[src/hw/rtl/pwg_fifo.sv]
`timescale 1ns / 1ps
// Small synchronous queue with push/full and pop/empty sides.
// Standalone; used for commands and for finished samples.
module pwg_fifo #(
  parameter int unsigned DEPTH = 2,
  parameter int unsigned WIDTH = 16
) (
  input  logic             clk_i,
  input  logic             rst_ni,
  input  logic             push_i,
  input  logic [WIDTH-1:0] data_i,
  output logic             full_o,
  input  logic             pop_i,
  output logic [WIDTH-1:0] data_o,
  output logic             empty_o
);

  localparam int unsigned PtrW = (DEPTH > 1) ? $clog2(DEPTH) : 1;
  localparam int unsigned CntW = $clog2(DEPTH + 1);

  logic [WIDTH-1:0] mem_q [DEPTH];
  logic [PtrW-1:0]  wr_ptr_q, wr_ptr_d;
  logic [PtrW-1:0]  rd_ptr_q, rd_ptr_d;
  logic [CntW-1:0]  cnt_q, cnt_d;
  logic             do_push, do_pop;

  assign full_o  = (cnt_q == CntW'(DEPTH));
  assign empty_o = (cnt_q == '0);
  assign do_push = push_i & ~full_o;
  assign do_pop  = pop_i & ~empty_o;
  assign data_o  = mem_q[rd_ptr_q];

  always_comb begin
    wr_ptr_d = wr_ptr_q;
    rd_ptr_d = rd_ptr_q;
    cnt_d    = cnt_q;
    if (do_push) begin
      wr_ptr_d = (wr_ptr_q == PtrW'(DEPTH - 1)) ? '0 : wr_ptr_q + 1'b1;
    end
    if (do_pop) begin
      rd_ptr_d = (rd_ptr_q == PtrW'(DEPTH - 1)) ? '0 : rd_ptr_q + 1'b1;
    end
    if (do_push && !do_pop) begin
      cnt_d = cnt_q + 1'b1;
    end else if (!do_push && do_pop) begin
      cnt_d = cnt_q - 1'b1;
    end
  end

  always_ff @(posedge clk_i or negedge rst_ni) begin
    if (!rst_ni) begin
      wr_ptr_q <= '0;
      rd_ptr_q <= '0;
      cnt_q    <= '0;
    end else begin
      wr_ptr_q <= wr_ptr_d;
      rd_ptr_q <= rd_ptr_d;
      cnt_q    <= cnt_d;
    end
  end

  always_ff @(posedge clk_i) begin
    if (do_push) begin
      mem_q[wr_ptr_q] <= data_i;
    end
  end

endmodule

[config.mk]
export PLATFORM = sky130hd
export DESIGN_NAME = pwg_fifo
export DESIGN_NICKNAME = d
export VERILOG_FILES = /design/src/hw/rtl/pwg_fifo.sv
export SDC_FILE = /design/constraint.sdc
export NUM_CORES = 1
export LEC_CHECK = 0
export BUFFER_PORTS_ARGS = -buffer_cell sky130_fd_sc_hd__buf_2
export CAP_MARGIN = 0
export CORE_UTILIZATION = 45
export DETAILED_ROUTE_END_ITERATION = 8
export PLACE_DENSITY = 0.73
export SYNTH_ARGS = -nofsm -noshare
export SYNTH_HDL_FRONTEND = slang
export SYNTH_SLANG_ARGS = --single-unit
[constraint.sdc]
create_clock -name clk_i -period 1.7 [get_ports clk_i]
set_clock_uncertainty 0.1 [all_clocks]
set_input_delay 0.255 -clock clk_i [delete_from_list [all_inputs] [get_ports clk_i]]
set_output_delay 0.255 -clock clk_i [all_outputs]
set_load 0.01 [all_outputs]
==> key figures <==
Finish
  • Final standard cell area without fillers: 1990 um^2
  • Antenna diode count: 0
  • Nets: about 160
  • Area used by multi-input combinational logic: approximately 320 um^2
  • Share of layout cells above drive strength 1: about half
  • Area added between synthesis and finish: 42.1%
  • Filler cells: slightly below 200
  • Combined flip-flop and latch cell area: roughly 1100 um^2
  • Count of placed standard cells in the final layout, fillers left out: between 150 and 200

CTS
  • Worst-skew pair later-pin latency: 0.34 ns
  • Buffer type at the clock tree root: sky130_fd_sc_hd__clkbuf_4
  • TritonCTS buffer count: 5
  • CTS tree: done
  • Maximum clock insertion buffer count: 2
  • Clk pin slew, worst setup/hold paths: 0.10 ns
  • Number of H-tree levels: 2
  • Total clock sinks: 36

Pwr
  • Leakage Power: between 0.8 and 0.9 nW
  • PD cells: 1560 nW/um^2
  • Maximum ir drop on the vdd rail: roughly 960 uV
  • Overall power after layout: 3.11 mW

Global route
  • Global-route usage over all layers: 15.5%
  • Via count of the first global-routing pass: approximately 780
  • Largest net degree at the start of global routing: 17
  • Antenna violations before repair: 0
  • First-pass GRT wire length: around 3500 um
  • Total global routing overflow: 0

Timing
  • Final setup violation count: 13
  • Max-slew violation count: 0
  • Worst Slack Setup Final: -0.0244 ns
  • Number of endpoints with negative hold slack in the final report: 0
  • Fmax achieved: ~580 MHz
  • Max-slew headroom: a little over four fifths
  • Share of the clock period used by the worst path after layout: 101%
  • RSZ-0062 raised after global routing: true
  • Transition time of the tightest slew-check pin: 0.225 ns
  • Final Critical Period: 1.72 ns

Worst setup path
  • Arrival @ worst endpoint: about 1.4 ns
  • End of the worst register-to-register path: cnt_q[1]
  • Crit path buf inv count: 2
  • Cell count along the critical path: 3
  • Critical Path End Type: primary output
  • Largest fanout of any net on the critical path: 8
  • Worst-path cell with the longest stage delay: sky130_fd_sc_hd__dfrtp_2
  • Delay of the slowest cell on the worst path: about 0.45 ns
  • Critical path launch point type: flip-flop
  • Most common cell on crit path: sky130_fd_sc_hd__buf_6
  • R2R Setup Slk: about 0.070 ns
  • Worst R2R Start: cnt_q[0]
  • Category of cells accounting for the largest share of critical-path delay: flip-flops
  • CP Data Required Time: about 1.3 ns
  • Crit-path cells: buf_6 -> mux2_4 -> buf_6
  • Crit Path Class: flip-flop to primary output
  • R2r worst-path depth: 6

Synth
  • Cell area after synthesis: 1400 um^2
  • Syn Inst Count: 69
  • Count of yosys warnings during synthesis: 0
  • Async S/R FF share, synth: 11.1%
  • Average footprint of a synthesized cell: roughly 20 um^2
  • Most used flip-flop cell after synthesis: sky130_fd_sc_hd__edfxtp_1
  • EDFF count, synth: 32
  • Sequential cell area fraction in the yosys report: 75.6%
  • Flop and latch count out of synthesis: 36
  • Most frequent cells after synthesis: 32 x sky130_fd_sc_hd__edfxtp_1, 9 x sky130_fd_sc_hd__mux2_4, 7 x sky130_fd_sc_hd__mux2_2, 4 x sky130_fd_sc_hd__dfrtp_1
  • Yosys top cell area share: slightly below 70%
  • Cell taking the most area after synthesis: sky130_fd_sc_hd__edfxtp_1
  • Area contributors post-synth: sky130_fd_sc_hd__edfxtp_1 69%, sky130_fd_sc_hd__mux2_4 9.6%, sky130_fd_sc_hd__dfrtp_1 7.1%, sky130_fd_sc_hd__mux2_2 5.6%, sky130_fd_sc_hd__xnor2_1 1.9%
  • Nets in the synthesized netlist: 90
  • Most used standard cell by instance count after synthesis: sky130_fd_sc_hd__edfxtp_1
  • Synth unique cells: 15

Die
  • Die area: 3340 um^2
  • Number of placement rows: 19
  • IO Count: 38
  • Die width: roughly 58 um
  • Standard cell core area: approximately 2900 um^2
  • Effective utilization at floorplan: 49.2%
  • Die Y: roughly 58 um

Drt
  • Total number of vias: ~790
  • Via-per-instance ratio: approximately 4.8
  • Initial drt markers: 24
  • Count of TritonRoute iterations in the first routing pass: 6
  • Post-route ant nets: 0
  • Wire length per cell after detailed routing: around 14 um
  • Total wirelength of the detailed-routed design: ~2300 um
  • DRC Markers: 2

Min path
  • Hold endpoint: wr_ptr_q
  • Path type of the worst min-delay path: input pin to flip-flop
  • Hold Path Cell Cnt: 3
  • Hold path startpoint: push_i

Placement
  • Input/output buffers: 37
  • Placement Cell Area: around 1600 um^2
  • Weighted congestion at the end of routability-driven global placement: about 0.61
  • Worst-case setup slack after placement: 0.105 ns
  • Total instance count after detailed placement: around 140
  • Sum of net half-perimeters after detailed placement: about 1400 um

Flow run
  • Number of max-cap violations: 0

Run status
  • Outcome: finished, violations left
  • Failing checks: design-rule violations, negative setup slack
## per-stage QoR
stage	util (%)	setup TNS (ns)	hold WS, ns
after CTS	67.1	-0.538	0.00117
after detailed placement	57.1	0	-0.0277
after floorplan	-	0	-0.141
after global routing	69.9	-1.21	0.124
final	69.9	-0.203	0.142
after global placement	57.1	0	-0.0382
## worst reg2reg max path, stage by stage (launching register included)
cell,delay (ns)
sky130_fd_sc_hd__dfrtp_2,0.45
sky130_fd_sc_hd__nand2b_1,0.19
sky130_fd_sc_hd__nand2_1,0.14
sky130_fd_sc_hd__inv_1,0.06
sky130_fd_sc_hd__ha_1,0.32
sky130_fd_sc_hd__nor2_1,0.14
sky130_fd_sc_hd__xor2_1,0.15
## placed cells by master, fill, tap and decap left out
master                           n
sky130_fd_sc_hd__clkinv_1        1
sky130_fd_sc_hd__nand2_1         1
sky130_fd_sc_hd__dfrtp_2         2
sky130_fd_sc_hd__clkbuf_4        5
sky130_fd_sc_hd__nor2_1          2
sky130_fd_sc_hd__mux2_4         13
sky130_fd_sc_hd__ha_1            1
sky130_fd_sc_hd__clkinv_2        2
sky130_fd_sc_hd__edfxtp_1       32
sky130_fd_sc_hd__mux2_2          3
sky130_fd_sc_hd__dlygate4sd3_1  17
sky130_fd_sc_hd__dfrtp_1         2
sky130_fd_sc_hd__o21ai_1         1
sky130_fd_sc_hd__buf_4           3
sky130_fd_sc_hd__nor2_2          1
sky130_fd_sc_hd__xnor2_1         3
sky130_fd_sc_hd__buf_2          21
sky130_fd_sc_hd__and3_1          1
sky130_fd_sc_hd__xor2_1          2
sky130_fd_sc_hd__buf_6          19
sky130_fd_sc_hd__inv_1           2
sky130_fd_sc_hd__nand2b_1        1
## worst max-delay path by stage
stage | start | endpoint | slack, ns
final | rd_ptr_q | data_o[3] | -0.02
after detailed placement | cnt_q[0] | cnt_q[1] | 0.11
after global placement | cnt_q[0] | cnt_q[1] | 0.18
after CTS | rd_ptr_q | data_o[15] | -0.06
after floorplan | cnt_q[0] | mem_q[0][0] | 0.12
after global routing | rd_ptr_q | data_o[14] | -0.09
## metal layers
metal | GRT usage [%] | up-vias | routed length, um
li1 | - | 387 | -
met3 | 7.81 | 6 | 131
met4 | 7.14 | 0 | 44
met1 | 16.2 | 371 | 972
met5 | 0 | - | 0
met2 | 26.1 | 25 | 1180
## kinds of logic (layout without fill, tap and decap cells)
kind of cell             Yosys count  after routing  share of synthesized area [%]
adder cells (fa/ha/maj)            1              1                          0.892
buffers and inverters              4             70                           2.77
AND/OR/NAND/NOR                    6              6                           1.96
multiplexers                      16             16                           15.3
AO/OA/AOI/OAI                      1              1                          0.356
XOR/XNOR                           5              5                           3.12
flip-flops                        36             36                           75.6
## repair_timing
action	4_1_cts	5_1_grt
buffers inserted	1	0
cloned	0	1
hold buffers	15	2
pin swaps	0	0
endpoints found under the hold margin	31	4
endpoints found under the setup margin	16	17
gates resized for setup	13	14
## flip-flops by register name, summed over array words and instances, names as in the netlist
signal,flops
cnt_q,2
mem_q,32
rd_ptr_q,1
wr_ptr_q,1
## where the power goes
group / switching, mW / total, mW / internal (mW)
Clock: 0.264 / 0.415 / 0.152
Sequential: 0.103 / 1.33 / 1.23
Combinational: 0.551 / 1.36 / 0.810
## layout make-up
| type | instances | share of cell area (%) |
|---|---|---|
| sequential | 36 | 53.4 |
| timing repair buffer | 60 | 25.7 |
| multi-input combinational | 29 | 16.1 |
| tap | 31 | 1.95 |
| clock buffer | 5 | 1.88 |
| clock inverter | 3 | 0.691 |
| inverter | 2 | 0.377 |
No activity file was read; power rests on OpenSTA's default activity.
