File: src/hw/rtl/pwg_pkg.sv
`timescale 1ns / 1ps
// Package for the periodic waveform generator: field widths, register indexes,
// waveform codes, the command and divider structs and the sequencer states.
// No dependencies.
package pwg_pkg;

  localparam int unsigned AMP_W      = 10;
  localparam int unsigned PER_W      = 16;
  localparam int unsigned DUTY_W     = 7;
  localparam int unsigned SAMPLE_W   = 16;
  localparam int unsigned CFG_IDX_W  = 3;
  localparam int unsigned CFG_DATA_W = 16;

  // amplitude numerator (A times scale constant) and divider dividend widths
  localparam int unsigned NUM_W   = 26;
  localparam int unsigned DIV_W   = 35;
  localparam int unsigned STEP_W  = 6;
  localparam int unsigned SCALE_W = 20;

  // divide by 100 as (num / 4) * ceil(2^29 / 25) >> 29, exact for 24-bit quarters
  localparam int unsigned         RECIP_W     = 25;
  localparam int unsigned         RECIP_SHIFT = 29;
  localparam logic [RECIP_W-1:0]  RECIP_25    = 25'd21474837;

  localparam int unsigned CMD_DEPTH = 2;
  localparam int unsigned OUT_DEPTH = 2;

  typedef enum logic [2:0] {
    WAVE_PULSE   = 3'd0,
    WAVE_SQUARE  = 3'd1,
    WAVE_SAW     = 3'd2,
    WAVE_TRI     = 3'd3,
    WAVE_SILENCE = 3'd4
  } wave_e;

  typedef enum logic [CFG_IDX_W-1:0] {
    CFG_WAVEFORM = 3'd0,
    CFG_FORMAT   = 3'd1,
    CFG_AMPL     = 3'd2,
    CFG_PERIOD   = 3'd3,
    CFG_CYCLES   = 3'd4,
    CFG_DUTY     = 3'd5
  } cfg_idx_e;

  typedef enum logic [1:0] {
    KIND_PULSE,
    KIND_SAW,
    KIND_TRI,
    KIND_SILENCE
  } kind_e;

  localparam logic FMT_U8  = 1'b0;
  localparam logic FMT_S16 = 1'b1;

  // reset values of the configuration registers
  localparam logic [2:0]        RST_WAVE   = WAVE_PULSE;
  localparam logic              RST_FMT    = FMT_S16;
  localparam logic [AMP_W-1:0]  RST_AMPL   = 10'd100;
  localparam logic [PER_W-1:0]  RST_PERIOD = 16'd1;
  localparam logic [PER_W-1:0]  RST_CYCLES = 16'd0;
  localparam logic [DUTY_W-1:0] RST_DUTY   = 7'd10;

  localparam logic [DUTY_W-1:0] DUTY_SQUARE = 7'd50;
  localparam logic [DUTY_W-1:0] PCT_FULL    = 7'd100;

  // full-scale factors applied to the amplitude percent
  localparam logic [PER_W-1:0] MUL_U8_MARK  = 16'd127;
  localparam logic [PER_W-1:0] MUL_U8_SPACE = 16'd128;
  localparam logic [PER_W-1:0] MUL_S16      = 16'd32767;
  localparam logic [PER_W-1:0] MUL_U8_RAMP  = 16'd254;
  localparam logic [PER_W-1:0] MUL_S16_RAMP = 16'd65534;

  // output limits
  localparam logic [SAMPLE_W-1:0] LIM_S16 = 16'd32767;
  localparam logic [SAMPLE_W-1:0] U8_MID  = 16'd128;
  localparam logic [SAMPLE_W-1:0] U8_POS  = 16'd127;
  localparam logic [SAMPLE_W-1:0] U8_NEG  = 16'd128;

  typedef struct packed {
    logic              restart;
    kind_e             kind;
    logic              wide;
    logic [PER_W-1:0]  n;
    logic [PER_W-1:0]  nc;
    logic [DUTY_W-1:0] duty;
    logic [NUM_W-1:0]  num_mark;
    logic [NUM_W-1:0]  num_space;
  } cmd_t;

  typedef struct packed {
    logic              start;
    logic [STEP_W-1:0] steps;
    logic [PER_W-1:0]  divisor;
    logic [DIV_W-1:0]  dividend;
  } div_req_t;

  typedef struct packed {
    logic             done;
    logic [DIV_W-1:0] quo;
    logic [PER_W-1:0] rem;
  } div_rsp_t;

  typedef enum logic [2:0] {
    ST_IDLE,
    ST_XMOD,
    ST_NCMOD,
    ST_AMP,
    ST_MUL,
    ST_RGO,
    ST_RDIV,
    ST_OUT
  } state_e;

endpackage

File: src/hw/rtl/pwg_fifo.sv
`timescale 1ns / 1ps
// Small synchronous queue with push/full and pop/empty sides.
// Standalone; used for commands and for finished samples.
module pwg_fifo #(
  parameter int unsigned DEPTH = 2,
  parameter int unsigned WIDTH = 16
) (
  input  logic             clk_i,
  input  logic             rst_ni,
  input  logic             push_i,
  input  logic [WIDTH-1:0] data_i,
  output logic             full_o,
  input  logic             pop_i,
  output logic [WIDTH-1:0] data_o,
  output logic             empty_o
);

  localparam int unsigned PtrW = (DEPTH > 1) ? $clog2(DEPTH) : 1;
  localparam int unsigned CntW = $clog2(DEPTH + 1);

  logic [WIDTH-1:0] mem_q [DEPTH];
  logic [PtrW-1:0]  wr_ptr_q, wr_ptr_d;
  logic [PtrW-1:0]  rd_ptr_q, rd_ptr_d;
  logic [CntW-1:0]  cnt_q, cnt_d;
  logic             do_push, do_pop;

  assign full_o  = (cnt_q == CntW'(DEPTH));
  assign empty_o = (cnt_q == '0);
  assign do_push = push_i & ~full_o;
  assign do_pop  = pop_i & ~empty_o;
  assign data_o  = mem_q[rd_ptr_q];

  always_comb begin
    wr_ptr_d = wr_ptr_q;
    rd_ptr_d = rd_ptr_q;
    cnt_d    = cnt_q;
    if (do_push) begin
      wr_ptr_d = (wr_ptr_q == PtrW'(DEPTH - 1)) ? '0 : wr_ptr_q + 1'b1;
    end
    if (do_pop) begin
      rd_ptr_d = (rd_ptr_q == PtrW'(DEPTH - 1)) ? '0 : rd_ptr_q + 1'b1;
    end
    if (do_push && !do_pop) begin
      cnt_d = cnt_q + 1'b1;
    end else if (!do_push && do_pop) begin
      cnt_d = cnt_q - 1'b1;
    end
  end

  always_ff @(posedge clk_i or negedge rst_ni) begin
    if (!rst_ni) begin
      wr_ptr_q <= '0;
      rd_ptr_q <= '0;
      cnt_q    <= '0;
    end else begin
      wr_ptr_q <= wr_ptr_d;
      rd_ptr_q <= rd_ptr_d;
      cnt_q    <= cnt_d;
    end
  end

  always_ff @(posedge clk_i) begin
    if (do_push) begin
      mem_q[wr_ptr_q] <= data_i;
    end
  end

endmodule

File: src/hw/rtl/pwg_front.sv
`timescale 1ns / 1ps
// Front end: configuration registers, item intake and classification into
// commands, plus the command queue. Depends on pwg_pkg and pwg_fifo.
module pwg_front
  import pwg_pkg::*;
(
  input  logic                  clk_i,
  input  logic                  rst_ni,
  input  logic                  push_i,
  input  logic                  restart_i,
  output logic                  full_o,
  input  logic                  cfg_valid_i,
  output logic                  cfg_ready_o,
  input  logic [CFG_IDX_W-1:0]  cfg_index_i,
  input  logic [CFG_DATA_W-1:0] cfg_data_i,
  output cmd_t                  cmd_o,
  output logic                  cmd_empty_o,
  input  logic                  cmd_pop_i
);

  logic [2:0]        wave_q;
  logic              fmt_q;
  logic [AMP_W-1:0]  ampl_q;
  logic [PER_W-1:0]  period_q;
  logic [PER_W-1:0]  cycles_q;
  logic [DUTY_W-1:0] duty_q;
  cmd_t              cmd_new;
  logic [PER_W-1:0]  mul_mark;
  logic [PER_W-1:0]  mul_space;

  assign cfg_ready_o = 1'b1;

  always_ff @(posedge clk_i or negedge rst_ni) begin
    if (!rst_ni) begin
      wave_q   <= RST_WAVE;
      fmt_q    <= RST_FMT;
      ampl_q   <= RST_AMPL;
      period_q <= RST_PERIOD;
      cycles_q <= RST_CYCLES;
      duty_q   <= RST_DUTY;
    end else if (cfg_valid_i) begin
      unique case (cfg_index_i)
        CFG_WAVEFORM: wave_q   <= cfg_data_i[2:0];
        CFG_FORMAT:   fmt_q    <= cfg_data_i[0];
        CFG_AMPL:     ampl_q   <= cfg_data_i[AMP_W-1:0];
        CFG_PERIOD:   period_q <= cfg_data_i[PER_W-1:0];
        CFG_CYCLES:   cycles_q <= cfg_data_i[PER_W-1:0];
        CFG_DUTY:     duty_q   <= cfg_data_i[DUTY_W-1:0];
        default: ;
      endcase
    end
  end

  // Classify: fold square into pulse, unused codes into silence, and form
  // the amplitude numerators that the back end divides by 100.
  always_comb begin
    cmd_new.restart = restart_i;
    cmd_new.wide    = (fmt_q == FMT_S16);
    cmd_new.n       = (period_q == '0) ? PER_W'(1) : period_q;
    cmd_new.nc      = cycles_q;
    cmd_new.duty    = duty_q;
    cmd_new.kind    = KIND_SILENCE;
    unique case (wave_q)
      WAVE_PULSE: begin
        cmd_new.kind = KIND_PULSE;
      end
      WAVE_SQUARE: begin
        cmd_new.kind = KIND_PULSE;
        cmd_new.duty = DUTY_SQUARE;
      end
      WAVE_SAW:     cmd_new.kind = KIND_SAW;
      WAVE_TRI:     cmd_new.kind = KIND_TRI;
      default:      cmd_new.kind = KIND_SILENCE;
    endcase

    if (cmd_new.kind == KIND_SAW || cmd_new.kind == KIND_TRI) begin
      mul_mark = cmd_new.wide ? MUL_S16_RAMP : MUL_U8_RAMP;
    end else begin
      mul_mark = cmd_new.wide ? MUL_S16 : MUL_U8_MARK;
    end
    mul_space = cmd_new.wide ? MUL_S16 : MUL_U8_SPACE;

    cmd_new.num_mark  = NUM_W'(ampl_q) * NUM_W'(mul_mark);
    cmd_new.num_space = NUM_W'(ampl_q) * NUM_W'(mul_space);
  end

  pwg_fifo #(
    .DEPTH (CMD_DEPTH),
    .WIDTH ($bits(cmd_t))
  ) u_cmd_fifo (
    .clk_i   (clk_i),
    .rst_ni  (rst_ni),
    .push_i  (push_i),
    .data_i  (cmd_new),
    .full_o  (full_o),
    .pop_i   (cmd_pop_i),
    .data_o  (cmd_o),
    .empty_o (cmd_empty_o)
  );

endmodule

File: config.mk
export PLATFORM = sky130hd
export DESIGN_NAME = pwg_front
export DESIGN_NICKNAME = d
export VERILOG_FILES = /design/src/hw/rtl/pwg_pkg.sv /design/src/hw/rtl/pwg_fifo.sv /design/src/hw/rtl/pwg_front.sv
export SDC_FILE = /design/constraint.sdc
export NUM_CORES = 1
export LEC_CHECK = 0
export ABC_CLOCK_PERIOD_IN_PS = 13130
export BUFFER_PORTS_ARGS = -buffer_cell sky130_fd_sc_hd__buf_2
export CAP_MARGIN = 25
export CORE_AREA = 5 5 189 191
export DETAILED_ROUTE_END_ITERATION = 6
export DIE_AREA = 0 0 194 196
export HOLD_SLACK_MARGIN = 0.1
export PLACE_DENSITY = 0.8
export SKIP_CTS_REPAIR_TIMING = 1
export SYNTH_ARGS = -nofsm -noshare
export SYNTH_HDL_FRONTEND = slang
export SYNTH_SLANG_ARGS = --single-unit
File: constraint.sdc
create_clock -name clk_i -period 13.13 [get_ports clk_i]
set_input_delay 2.626 -clock clk_i [delete_from_list [all_inputs] [get_ports clk_i]]
set_output_delay 2.626 -clock clk_i [all_outputs]
set_load 0.02 [all_outputs]
==> impl_metrics.ini <==
[sta]
drv_slew = 0
period_minus_slack_ns = 6.44
rsz0062_at_grt = false
fin_ws_ns = 6.69
hold_viol_final = 0
final.period_utilization_pct = 49.1
worst_slew_pin_slew_ns = 0.994
finalHoldWorstSlack_ns = 0.471
clock.fmax_mhz = 155
fin_tns_setup_ns = 0
slew_headroom_pct = 33.8
setup_viol = 0
fin_skew_ns = 0.0212

[placed_design]
post-place-cells = 1848
hpwl_um = 25800
pre_cts_ws_ns = 6.67
place.gp.congestion = 0.936
port_buffers = 120

[critical_path]
critPathLaunchType = register
crit_arrival_ns = 6.71
end_kind = register
critPathKind = register to register
crit_fanout = 8
crit_path_cell_trace = nand2_1, inv_1, fa_1, inv_1, fa_1, inv_1, fa_1, fa_1, inv_1, fa_1, inv_1, ha_1, nand3_1, nor4b_2, o21ai_1, a32oi_1, a311oi_1, xnor2_1
r2r-end = u_cmd_fifo.mem_q[1][23]$_DFFE_PP_
r2r_start = ampl_q[7]$_DFFE_PN0P_
cp_slowest_cell = fa_1
r2r_cells = 18
crit_required_ns = 13.40
worst_path_largest_cell_delay_ns = 0.79
r2r_slack_ns = 6.69

[route]
route.vias.total = 10000
drtPass1Iterations = 5
drt_iter0_markers = 710
wire_per_inst_um = 18.0
vias_per_cell = 5.30
antenna_left = 0
drt_wl_total_um = 34000
drc_errors = 0

[layout]
multi_input_area_um2 = 8640
num-fill-cells = 2801
fin_cells = 1893
area_delta_synth_final_pct = 11.0
antenna_cells = 0
register_area_um2 = 7080
drive_above_1_share_pct = 22.9
fin_nets = 1725

[logic_synthesis]
async_reset_ff_share_pct = 23.3
yosys-top-cells-area = edfxtp_1 (34%), fa_1 (19%), mux2_2 (9.5%), ha_1 (9.1%), dfrtp_1 (7.5%)
synth_common_cells = inv_1 (216), edfxtp_1 (188), fa_1 (158)
synth_most_common_cell = inv_1
ys_seq_area_share_pct = 42.4
yosys_warnings = 0
postSynthNetCount = 1616
synth_cell_types = 69
avgSynthCellArea_um2 = 12.7
syn_area_um2 = 16700
synth_top_area_cell = edfxtp_1
synth_top_area_share_pct = 33.8
synth-main-ff-cell = edfxtp_1
synth_edf_count = 188
netlist_instances = 1311
ys_ff_latch = 245

[flow_run]
max_cap_viol_count = 0

[clocking]
cts_tree = done
clk_pin_slew_worst_paths_ns = 0.06
cts_max_level = 1
worstSkewPairLatency_ns = 0.53
clock_sinks = 245
cts-root-buf = clkbuf_16
cts_buffers = 24
cts.path.max_buffers = 3

[global_route]
grt_pass1_wl_um = 56800
track_usage_pct = 18.1
grt_max_degree = 69
antenna_found_initial = 0
grt_pass1_vias = 10800
overflow = 0

[status]
status = finished clean

[hold_path]
hold_path_depth = 0
holdCritPathClass = register to register
hp-start = cycles_q[14]$_DFFE_PN0P_
whs_endpoint = u_cmd_fifo.mem_q[0][72]$_DFFE_PP_

[floorplan]
core_area_um2 = 33900
die_area_um2 = 38000
die_w_um = 194
placementRows = 68
die_h_um = 196
pin_count = 123
start_util_pct = 49.2
[kinds of logic after synthesis]
group | after synthesis | synth area share (%)
flops | 245 | 42.4
compound gates | 149 | 6.02
xor+xnor | 44 | 2.31
buf+inv | 259 | 5.92
other cells | 2 | 0.0450
fa+ha+maj | 280 | 28.1
simple gates | 189 | 5.60
mux | 143 | 9.63
[layer usage]
| layer | wire, µm | track usage [%] |
|---|---|---|
| met4 | 451 | 2.73 |
| met5 | 0 | 0 |
| met2 | 17400 | 31.8 |
| met3 | 1960 | 2.99 |
| met1 | 14300 | 24.5 |
[worst max path at each step]
stage / start / end / depth (start not counted)
after global routing: ampl_q[7]$_DFFE_PN0P_ / u_cmd_fifo.mem_q[1][15]$_DFFE_PP_ / 18
final: ampl_q[7]$_DFFE_PN0P_ / u_cmd_fifo.mem_q[1][23]$_DFFE_PP_ / 18
after CTS: ampl_q[1]$_DFFE_PN0P_ / u_cmd_fifo.mem_q[1][24]$_DFFE_PP_ / 17
after detailed placement: ampl_q[1]$_DFFE_PN0P_ / u_cmd_fifo.mem_q[1][24]$_DFFE_PP_ / 17
after floorplan: push_i / u_cmd_fifo.mem_q[0][0]$_DFFE_PP_ / 2
after global placement: ampl_q[1]$_DFFE_PN0P_ / u_cmd_fifo.mem_q[0][20]$_DFFE_PP_ / 17
[state kept, by name, indices dropped and copies added (netlist names)]
signal               count
u_cmd_fifo.cnt_q         2
fmt_q                    1
duty_q                   7
u_cmd_fifo.wr_ptr_q      1
wave_q                   3
period_q                16
cycles_q                16
u_cmd_fifo.mem_q       188
u_cmd_fifo.rd_ptr_q      1
ampl_q                  10
[cell type report]
cell class                 instances  share of cell area (%)
timing repair buffer             126                    3.52
clock buffer                      36                    3.86
tap                              455                    3.07
sequential                       245                    38.2
inverter                         216                    4.37
multi-input combinational        807                    46.6
clock inverter                     8                   0.324
[through the flow]
step           util, %  area (µm²)
6_report          54.6       18500
3_5_place_dp      52.3       17700
4_1_cts           54.6       18500
2_1_floorplan        -       16700
5_1_grt           54.6       18500
3_3_place_gp      52.3       17700
[critical path: cells and delay by family, from the launching register on]
| kind | cells | cell delay, ns |
|---|---|---|
| AO/OA/AOI/OAI | 3 | 0.65 |
| XOR/XNOR | 1 | 0.17 |
| adder cells (fa/ha/maj) | 6 | 3.27 |
| buffers and inverters | 5 | 0.70 |
| flip-flops | 1 | 0.57 |
| AND/OR/NAND/NOR | 3 | 0.84 |
[cell usage in the layout (no fill, tap or decap), types with 3 or more instances in the layout]
cell type / synthesis / routed
buf_4: 2 / 5
ha_1: 122 / 122
clkinv_2: 0 / 3
dfstp_2: 7 / 7
nand2_1: 54 / 54
clkbuf_1: 28 / 5
and3_1: 5 / 4
or2_2: 4 / 4
mux2_2: 141 / 141
o211ai_1: 6 / 6
nor3b_1: 3 / 3
dfrtp_1: 50 / 49
a21oi_1: 45 / 45
edfxtp_1: 188 / 188
o21ai_1: 7 / 7
nor2b_1: 12 / 12
and2_1: 14 / 14
clkbuf_8: 0 / 7
and4_1: 3 / 3
o21a_1: 7 / 7
clkbuf_16: 0 / 24
o21ai_0: 22 / 22
buf_2: 7 / 120
inv_1: 216 / 216
xor2_1: 14 / 14
xnor2_1: 30 / 30
a21o_1: 19 / 19
a211oi_1: 5 / 5
nor3_1: 10 / 10
o21bai_1: 6 / 6
fa_1: 158 / 158
nor2_1: 50 / 49
nand2b_1: 3 / 3
nand3_1: 10 / 10
nand3b_1: 3 / 3
nor4_1: 6 / 6
nand4_1: 3 / 3
Power is left out: the tool's default activity adds up to more than one toggle a clock period on the data nets, which glitch-free logic cannot reach.
