## src/hw/rtl/pwg_pkg.sv

```systemverilog
`timescale 1ns / 1ps
// Package for the periodic waveform generator: field widths, register indexes,
// waveform codes, the command and divider structs and the sequencer states.
// No dependencies.
package pwg_pkg;

  localparam int unsigned AMP_W      = 10;
  localparam int unsigned PER_W      = 16;
  localparam int unsigned DUTY_W     = 7;
  localparam int unsigned SAMPLE_W   = 16;
  localparam int unsigned CFG_IDX_W  = 3;
  localparam int unsigned CFG_DATA_W = 16;

  // amplitude numerator (A times scale constant) and divider dividend widths
  localparam int unsigned NUM_W   = 26;
  localparam int unsigned DIV_W   = 35;
  localparam int unsigned STEP_W  = 6;
  localparam int unsigned SCALE_W = 20;

  // divide by 100 as (num / 4) * ceil(2^29 / 25) >> 29, exact for 24-bit quarters
  localparam int unsigned         RECIP_W     = 25;
  localparam int unsigned         RECIP_SHIFT = 29;
  localparam logic [RECIP_W-1:0]  RECIP_25    = 25'd21474837;

  localparam int unsigned CMD_DEPTH = 2;
  localparam int unsigned OUT_DEPTH = 2;

  typedef enum logic [2:0] {
    WAVE_PULSE   = 3'd0,
    WAVE_SQUARE  = 3'd1,
    WAVE_SAW     = 3'd2,
    WAVE_TRI     = 3'd3,
    WAVE_SILENCE = 3'd4
  } wave_e;

  typedef enum logic [CFG_IDX_W-1:0] {
    CFG_WAVEFORM = 3'd0,
    CFG_FORMAT   = 3'd1,
    CFG_AMPL     = 3'd2,
    CFG_PERIOD   = 3'd3,
    CFG_CYCLES   = 3'd4,
    CFG_DUTY     = 3'd5
  } cfg_idx_e;

  typedef enum logic [1:0] {
    KIND_PULSE,
    KIND_SAW,
    KIND_TRI,
    KIND_SILENCE
  } kind_e;

  localparam logic FMT_U8  = 1'b0;
  localparam logic FMT_S16 = 1'b1;

  // reset values of the configuration registers
  localparam logic [2:0]        RST_WAVE   = WAVE_PULSE;
  localparam logic              RST_FMT    = FMT_S16;
  localparam logic [AMP_W-1:0]  RST_AMPL   = 10'd100;
  localparam logic [PER_W-1:0]  RST_PERIOD = 16'd1;
  localparam logic [PER_W-1:0]  RST_CYCLES = 16'd0;
  localparam logic [DUTY_W-1:0] RST_DUTY   = 7'd10;

  localparam logic [DUTY_W-1:0] DUTY_SQUARE = 7'd50;
  localparam logic [DUTY_W-1:0] PCT_FULL    = 7'd100;

  // full-scale factors applied to the amplitude percent
  localparam logic [PER_W-1:0] MUL_U8_MARK  = 16'd127;
  localparam logic [PER_W-1:0] MUL_U8_SPACE = 16'd128;
  localparam logic [PER_W-1:0] MUL_S16      = 16'd32767;
  localparam logic [PER_W-1:0] MUL_U8_RAMP  = 16'd254;
  localparam logic [PER_W-1:0] MUL_S16_RAMP = 16'd65534;

  // output limits
  localparam logic [SAMPLE_W-1:0] LIM_S16 = 16'd32767;
  localparam logic [SAMPLE_W-1:0] U8_MID  = 16'd128;
  localparam logic [SAMPLE_W-1:0] U8_POS  = 16'd127;
  localparam logic [SAMPLE_W-1:0] U8_NEG  = 16'd128;

  typedef struct packed {
    logic              restart;
    kind_e             kind;
    logic              wide;
    logic [PER_W-1:0]  n;
    logic [PER_W-1:0]  nc;
    logic [DUTY_W-1:0] duty;
    logic [NUM_W-1:0]  num_mark;
    logic [NUM_W-1:0]  num_space;
  } cmd_t;

  typedef struct packed {
    logic              start;
    logic [STEP_W-1:0] steps;
    logic [PER_W-1:0]  divisor;
    logic [DIV_W-1:0]  dividend;
  } div_req_t;

  typedef struct packed {
    logic             done;
    logic [DIV_W-1:0] quo;
    logic [PER_W-1:0] rem;
  } div_rsp_t;

  typedef enum logic [2:0] {
    ST_IDLE,
    ST_XMOD,
    ST_NCMOD,
    ST_AMP,
    ST_MUL,
    ST_RGO,
    ST_RDIV,
    ST_OUT
  } state_e;

endpackage

```

## src/hw/rtl/pwg_div.sv

```systemverilog
`timescale 1ns / 1ps
// Shared restoring divider, one quotient bit per cycle. The dividend comes
// MSB-aligned with a step count. Depends on pwg_pkg.
module pwg_div
  import pwg_pkg::*;
(
  input  logic     clk_i,
  input  logic     rst_ni,
  input  div_req_t req_i,
  output div_rsp_t rsp_o
);

  logic              busy_q, busy_d;
  logic              done_q, done_d;
  logic [STEP_W-1:0] cnt_q, cnt_d;
  logic [DIV_W-1:0]  dq_q, dq_d;
  logic [PER_W-1:0]  rem_q, rem_d;
  logic [PER_W-1:0]  dvs_q, dvs_d;
  logic [PER_W:0]    trial;
  logic [PER_W:0]    diff;
  logic              ge;

  assign trial = {rem_q, dq_q[DIV_W-1]};
  assign diff  = trial - {1'b0, dvs_q};
  assign ge    = (trial >= {1'b0, dvs_q});

  always_comb begin
    busy_d = busy_q;
    done_d = 1'b0;
    cnt_d  = cnt_q;
    dq_d   = dq_q;
    rem_d  = rem_q;
    dvs_d  = dvs_q;
    if (req_i.start) begin
      busy_d = 1'b1;
      cnt_d  = req_i.steps;
      dq_d   = req_i.dividend;
      rem_d  = '0;
      dvs_d  = req_i.divisor;
    end else if (busy_q) begin
      cnt_d = cnt_q - 1'b1;
      dq_d  = {dq_q[DIV_W-2:0], ge};
      rem_d = ge ? diff[PER_W-1:0] : trial[PER_W-1:0];
      if (cnt_q == STEP_W'(1)) begin
        busy_d = 1'b0;
        done_d = 1'b1;
      end
    end
  end

  always_ff @(posedge clk_i or negedge rst_ni) begin
    if (!rst_ni) begin
      busy_q <= 1'b0;
      done_q <= 1'b0;
      cnt_q  <= '0;
    end else begin
      busy_q <= busy_d;
      done_q <= done_d;
      cnt_q  <= cnt_d;
    end
  end

  always_ff @(posedge clk_i) begin
    dq_q  <= dq_d;
    rem_q <= rem_d;
    dvs_q <= dvs_d;
  end

  assign rsp_o.done = done_q;
  assign rsp_o.quo  = dq_q;
  assign rsp_o.rem  = rem_q;

endmodule

```

## src/hw/rtl/pwg_back.sv

```systemverilog
`timescale 1ns / 1ps
// Back end: sequencer that owns the phase, drives the shared divider and
// forms each sample. Depends on pwg_pkg and pwg_div.
module pwg_back
  import pwg_pkg::*;
#(
  parameter int unsigned PHASE_BITS = 16
) (
  input  logic                clk_i,
  input  logic                rst_ni,
  input  cmd_t                cmd_i,
  input  logic                cmd_empty_i,
  output logic                cmd_pop_o,
  input  logic                res_full_i,
  output logic                res_push_o,
  output logic [SAMPLE_W-1:0] res_sample_o
);

  localparam int unsigned MarkW    = PER_W + DUTY_W;
  localparam int unsigned ProdW    = PER_W + SCALE_W;
  localparam int unsigned AmpProdW = NUM_W - 2 + RECIP_W;

  function automatic logic [SAMPLE_W-1:0] clip_mag(input logic [DIV_W-1:0] q,
                                                   input logic [SAMPLE_W-1:0] lim);
    clip_mag = (q > DIV_W'(lim)) ? lim : q[SAMPLE_W-1:0];
  endfunction

  // signed magnitude to sample code; same rule for pulse levels and ramps
  function automatic logic [SAMPLE_W-1:0] finish(input logic [DIV_W-1:0] q,
                                                 input logic neg,
                                                 input logic wide);
    logic [SAMPLE_W-1:0] m;
    m = clip_mag(q, LIM_S16);
    if (wide) begin
      finish = neg ? SAMPLE_W'(0) - m : m;
    end else if (neg) begin
      finish = U8_MID - clip_mag(q, U8_NEG);
    end else begin
      finish = U8_MID + clip_mag(q, U8_POS);
    end
  endfunction

  state_e                state_q, state_d;
  logic [PHASE_BITS-1:0] phase_q, phase_d;
  cmd_t                  cmd_q;
  logic [PER_W-1:0]      x_q;
  logic                  neg_q;
  logic [PER_W-1:0]      tmag_q;
  logic [SCALE_W-1:0]    scale_q;
  logic [DIV_W-1:0]      prod_q;
  logic [SAMPLE_W-1:0]   sample_q;

  div_req_t              div_req;
  div_rsp_t              div_rsp;

  logic [PHASE_BITS-1:0] phase_src;
  logic                  mark_c;
  logic [PER_W:0]        half;
  logic [PER_W:0]        fold;
  logic [PER_W:0]        pos;
  logic                  neg_c;
  logic [PER_W:0]        tmag_c;
  logic [PER_W:0]        sum;
  logic [PER_W:0]        wrapped;
  logic [ProdW-1:0]      prod_full;
  logic [NUM_W-1:0]      amp_num;
  logic [AmpProdW-1:0]   amp_prod;
  logic [DIV_W-1:0]      amp_quo;
  logic                  load_sample;
  logic [SAMPLE_W-1:0]   sample_d;

  assign phase_src = cmd_i.restart ? '0 : phase_q;

  // pulse mark test and signed ramp offset from the reduced phase
  always_comb begin
    mark_c = (MarkW'(x_q) * MarkW'(PCT_FULL)) < (MarkW'(cmd_q.duty) * MarkW'(cmd_q.n));
    half   = {2'b00, cmd_q.n[PER_W-1:1]};
    fold   = {x_q, 1'b0};
    if (fold > {1'b0, cmd_q.n}) begin
      fold = {cmd_q.n, 1'b0} - fold;
    end
    pos = (cmd_q.kind == KIND_TRI) ? fold : {1'b0, x_q};
    if (pos >= half) begin
      neg_c  = 1'b0;
      tmag_c = pos - half;
    end else begin
      neg_c  = 1'b1;
      tmag_c = half - pos;
    end
  end

  // amplitude numerator divided by 100 through the reciprocal
  always_comb begin
    amp_num  = (cmd_q.kind == KIND_PULSE && !mark_c) ? cmd_q.num_space : cmd_q.num_mark;
    amp_prod = AmpProdW'(amp_num[NUM_W-1:2]) * AmpProdW'(RECIP_25);
    amp_quo  = DIV_W'(amp_prod[AmpProdW-1:RECIP_SHIFT]);
  end

  // next phase: x + (nc mod n), folded once
  always_comb begin
    sum     = {1'b0, x_q} + {1'b0, div_rsp.rem};
    wrapped = (sum >= {1'b0, cmd_q.n}) ? sum - {1'b0, cmd_q.n} : sum;
    phase_d = phase_q;
    if (state_q == ST_NCMOD && div_rsp.done) begin
      phase_d = PHASE_BITS'(wrapped[PER_W-1:0]);
    end
  end

  assign prod_full = ProdW'(tmag_q) * ProdW'(scale_q);

  // next state
  always_comb begin
    state_d = state_q;
    unique case (state_q)
      ST_IDLE:  if (!cmd_empty_i) state_d = ST_XMOD;
      ST_XMOD:  if (div_rsp.done) state_d = ST_NCMOD;
      ST_NCMOD: begin
        if (div_rsp.done) begin
          state_d = (cmd_q.kind == KIND_SILENCE) ? ST_OUT : ST_AMP;
        end
      end
      ST_AMP:   state_d = (cmd_q.kind == KIND_PULSE) ? ST_OUT : ST_MUL;
      ST_MUL:   state_d = ST_RGO;
      ST_RGO:   state_d = ST_RDIV;
      ST_RDIV:  if (div_rsp.done) state_d = ST_OUT;
      ST_OUT:   if (!res_full_i) state_d = ST_IDLE;
      default:  state_d = ST_IDLE;
    endcase
  end

  // outputs: queue handshakes and divider requests
  always_comb begin
    div_req    = '0;
    cmd_pop_o  = 1'b0;
    res_push_o = 1'b0;
    unique case (state_q)
      ST_IDLE: begin
        if (!cmd_empty_i) begin
          cmd_pop_o        = 1'b1;
          div_req.start    = 1'b1;
          div_req.steps    = STEP_W'(PHASE_BITS);
          div_req.divisor  = cmd_i.n;
          div_req.dividend = DIV_W'(phase_src) << (DIV_W - PHASE_BITS);
        end
      end
      ST_XMOD: begin
        if (div_rsp.done) begin
          div_req.start    = 1'b1;
          div_req.steps    = STEP_W'(PER_W);
          div_req.divisor  = cmd_q.n;
          div_req.dividend = DIV_W'(cmd_q.nc) << (DIV_W - PER_W);
        end
      end
      ST_RGO: begin
        div_req.start    = 1'b1;
        div_req.steps    = STEP_W'(DIV_W);
        div_req.divisor  = cmd_q.n;
        div_req.dividend = prod_q;
      end
      ST_OUT:  res_push_o = !res_full_i;
      default: ;
    endcase
  end

  always_comb begin
    load_sample = (state_q == ST_NCMOD && div_rsp.done && cmd_q.kind == KIND_SILENCE) ||
                  (state_q == ST_AMP && cmd_q.kind == KIND_PULSE) ||
                  (state_q == ST_RDIV && div_rsp.done);
    if (cmd_q.kind == KIND_SILENCE) begin
      sample_d = cmd_q.wide ? '0 : U8_MID;
    end else begin
      sample_d = finish((state_q == ST_AMP) ? amp_quo : div_rsp.quo, neg_q, cmd_q.wide);
    end
  end

  always_ff @(posedge clk_i or negedge rst_ni) begin
    if (!rst_ni) begin
      state_q <= ST_IDLE;
      phase_q <= '0;
    end else begin
      state_q <= state_d;
      phase_q <= phase_d;
    end
  end

  always_ff @(posedge clk_i) begin
    if (state_q == ST_IDLE && !cmd_empty_i) begin
      cmd_q <= cmd_i;
    end
    if (state_q == ST_XMOD && div_rsp.done) begin
      x_q <= div_rsp.rem;
    end
    if (state_q == ST_NCMOD) begin
      neg_q  <= (cmd_q.kind == KIND_PULSE) ? !mark_c : neg_c;
      tmag_q <= tmag_c[PER_W-1:0];
    end
    if (state_q == ST_AMP) begin
      scale_q <= amp_quo[SCALE_W-1:0];
    end
    if (state_q == ST_MUL) begin
      prod_q <= prod_full[DIV_W-1:0];
    end
    if (load_sample) begin
      sample_q <= sample_d;
    end
  end

  assign res_sample_o = sample_q;

  pwg_div u_div (
    .clk_i  (clk_i),
    .rst_ni (rst_ni),
    .req_i  (div_req),
    .rsp_o  (div_rsp)
  );

endmodule

```

## config.mk

```make
export PLATFORM = sky130hd
export DESIGN_NAME = pwg_back
export DESIGN_NICKNAME = d
export VERILOG_FILES = /design/src/hw/rtl/pwg_pkg.sv /design/src/hw/rtl/pwg_div.sv /design/src/hw/rtl/pwg_back.sv
export SDC_FILE = /design/constraint.sdc
export NUM_CORES = 2
export LEC_CHECK = 0
export BUFFER_PORTS_ARGS = -buffer_cell sky130_fd_sc_hd__buf_2
export CAP_MARGIN = 20
export CELL_PAD_IN_SITES_DETAIL_PLACEMENT = 0
export CELL_PAD_IN_SITES_GLOBAL_PLACEMENT = 1
export CORE_AREA = 8 8 297 271
export DETAILED_ROUTE_END_ITERATION = 8
export DIE_AREA = 0 0 305 279
export GPL_TIMING_DRIVEN = 0
export PLACE_DENSITY = 0.92
export SLEW_MARGIN = 5
export SYNTH_ARGS = -nofsm -noshare
export SYNTH_HDL_FRONTEND = slang
export SYNTH_SLANG_ARGS = --single-unit
```

## constraint.sdc

```tcl
create_clock -name clk_i -period 24.4 [get_ports clk_i]
set_clock_uncertainty 0.15 [all_clocks]
set_input_delay 2.44 -clock clk_i [delete_from_list [all_inputs] [get_ports clk_i]]
set_output_delay 2.44 -clock clk_i [all_outputs]
set_load 0.02 [all_outputs]
```

==> results_dict.tcl <==
set metrics [dict create \
    status "completed" \
    num_rows 96 \
    setup_slack_ns 5.200 \
    die_area_sq_um 85100 \
    vias_per_cell 5.668 \
    clock_latency_ns 0.58 \
    ys_types 92 \
    crit_slowest_cell "a41oi_2" \
    grt_usage 0.2587 \
    synth_top_area_frac 0.2578 \
    syn2layout_area_growth_pct 7.544 \
    grt_max_degree 64 \
    hold_viol 0 \
    io_buffers 112 \
    crit_required_ns 24.54 \
    post_cts_resized 0 \
    fin_nets 5717 \
    highest_layer "met4" \
    wl_met3_um 7660 \
    postCtsSetupBuffers 0 \
    wl_um 110400 \
    period_minus_slack_ns 19.20 \
    ctsHtreeMaxLevel 2 \
    ant_nets 0 \
    clockBufferDepth 3 \
    dr_wl_met2_um 48920 \
    die_width_um 305 \
    critPathMostFrequentCell "fa_1" \
    critPathTopFamily "adder cells" \
    slew_headroom 0.2544 \
    cp.arrival_ns 19.34 \
    hold_class "flip-flop to flip-flop" \
    synth-edff-count 245 \
    tns_ns 0 \
    synth.most_common_cell "inv_1" \
    critical_path_buf_inv_count 13 \
    slew_violations 0 \
    drc_errors 0 \
    max_stage_delay_ns 0.73 \
    dp_hpwl_um 91100 \
    grt_pass1_vias 31720 \
    worst_pin_slew_ns 1.108 \
    root_buffer "clkbuf_16" \
    worstSetupStartpointType "flip-flop" \
    cts_buffers 36 \
    start_util 0.5548 \
    grt_pass1_wl_um 175300 \
    synthTopCellsByArea "fa_1, edfxtp_1, ha_1, inv_1, nand2_1" \
    numClockSinks 288 \
    reg2reg_from "cmd_q[58]" \
    yosys.area.top_type "fa_1" \
    end_kind "flip-flop" \
    finalSetupViolCount 0 \
    cap_violations 0 \
    rsz0062_at_grt "false" \
    diodes 0 \
    cts_tree "yes" \
    yosys_warnings 0 \
    netlist_area_sq_um 41780 \
    ys_seq_area_frac 0.1999 \
    wire_per_inst_um 20.04 \
    place.gp.congestion 0.9806 \
    dr.pass1.iters 8 \
    wl_met1_um 50460 \
    hold_buffers 0 \
    clk_pin_slew_worst_paths_ns 0.06 \
    ys_ff_latch 288 \
    hp-start "phase_q[9]" \
    drive_gt1_frac 0.05564 \
    pre_cts_ws_ns 5.286 \
    synthTopCellsByCount "inv_1, ha_1, fa_1" \
    r2r_slack_ns 5.20 \
    die_h_um 279 \
    grt-ovfl-total 0 \
    async_reset_ff_frac 0.09375 \
    fmax_ghz 0.05208 \
    cp_max_fo 10 \
    netlist_instances 4340 \
    ios 117 \
    syn_avg_cell_area_sq_um 9.627 \
    post-route-period-util 0.7869 \
    drtIter0Drc 2638 \
    core-area_sq_um 75310 \
    synth_top_flop_cell "edfxtp_1" \
    critPathKind "flip-flop to flip-flop" \
    vias 31220 \
    critical_path.startpoint "cmd_q[58]" \
    antenna_found_initial 1 \
]
-- flip-flops by register name, summed over array words and instances, names as in the netlist, 20 cells and up --
register    cells
prod_q         35
cmd_q          90
u_div.dq_q     35
scale_q        20
-- final timing paths --
kind,end,cells after the start
max,res_sample_o[14],65
min,phase_q[9],2
max reg2reg,res_sample_o[14],65
min reg2reg,phase_q[9],2
max in group asynchronous,state_q[2],1
min in group asynchronous,phase_q[11],1
-- cell families (layout without fill, tap and decap cells) --
| family | count (synthesis) | after routing | share of synthesized area |
|---|---|---|---|
| compound gates | 696 | 696 | 0.1090 |
| xor+xnor | 149 | 149 | 0.03123 |
| fa+ha+maj | 1117 | 1117 | 0.4312 |
| buf+inv | 1004 | 1192 | 0.09044 |
| flops | 288 | 288 | 0.1999 |
| mux | 87 | 87 | 0.02168 |
| other cells | 1 | 2 | 0.00008976 |
| simple gates | 998 | 998 | 0.1165 |
-- layout by cell type (no fill, tap or decap), types with 16 or more instances in the layout --
master and n:
clkbuf_16 36, dfrtp_1 27, o21a_1 16, a21o_1 76
mux2i_1 61, nand3_1 44, a21oi_1 208, dfxtp_1 16
edfxtp_1 245, inv_1 869, a22o_1 37, mux2_2 25
o21bai_1 26, ha_1 579, xnor2_1 100, buf_2 118
clkbuf_1 128, xor2_1 49, fa_1 538, and2_1 205
nor3_1 45, nor4_1 16, nor2_1 143, a211oi_1 22
o21ai_0 153, nand4_1 27, nand2_1 401, a222oi_1 16
nor2b_1 27, nand2b_1 22
-- area by class of cell --
type | instances | area [sq um]
inverters | 872 | 3273
well taps | 980 | 1226
fillers | 6457 | 30380
repair buffers | 122 | 701.9
multi-input cells | 3049 | 29670
clock buffers | 43 | 937.1
flip-flops and latches | 288 | 8353
clock inverters | 23 | 256.5
plain buffers | 132 | 510.5
-- worst register-to-register path: cells and delay by family, from the launching register on --
family          cells  cell delay (ns)
buf+inv            13             2.63
compound gates     22             5.03
fa+ha+maj          15             7.15
mux                 2             0.79
flops               1             0.50
simple gates       11             2.25
xor+xnor            2             0.35
-- per-stage QoR --
step           instance area, sq um    util  hold slack [ns]  std cells
2_1_floorplan                 41780       -           0.3007       4341
3_3_place_gp                  43570  0.5785           0.3117       5433
3_5_place_dp                  43740  0.5808           0.3255       5443
4_1_cts                       44930  0.5966           0.3362       5509
5_1_grt                       44930  0.5966           0.3806       5509
6_report                      44930  0.5966           0.3398       5509
-- per-layer routing --
layer | up-vias | global-route usage
met5 | - | 0
met4 | 0 | 0.07260
met3 | 195 | 0.04028
met2 | 1106 | 0.4069
met1 | 15350 | 0.3714
li1 | 14580 | -
Power is not shown: default switching activity piles up to over one toggle a cycle in this logic, so the estimate is an artifact.
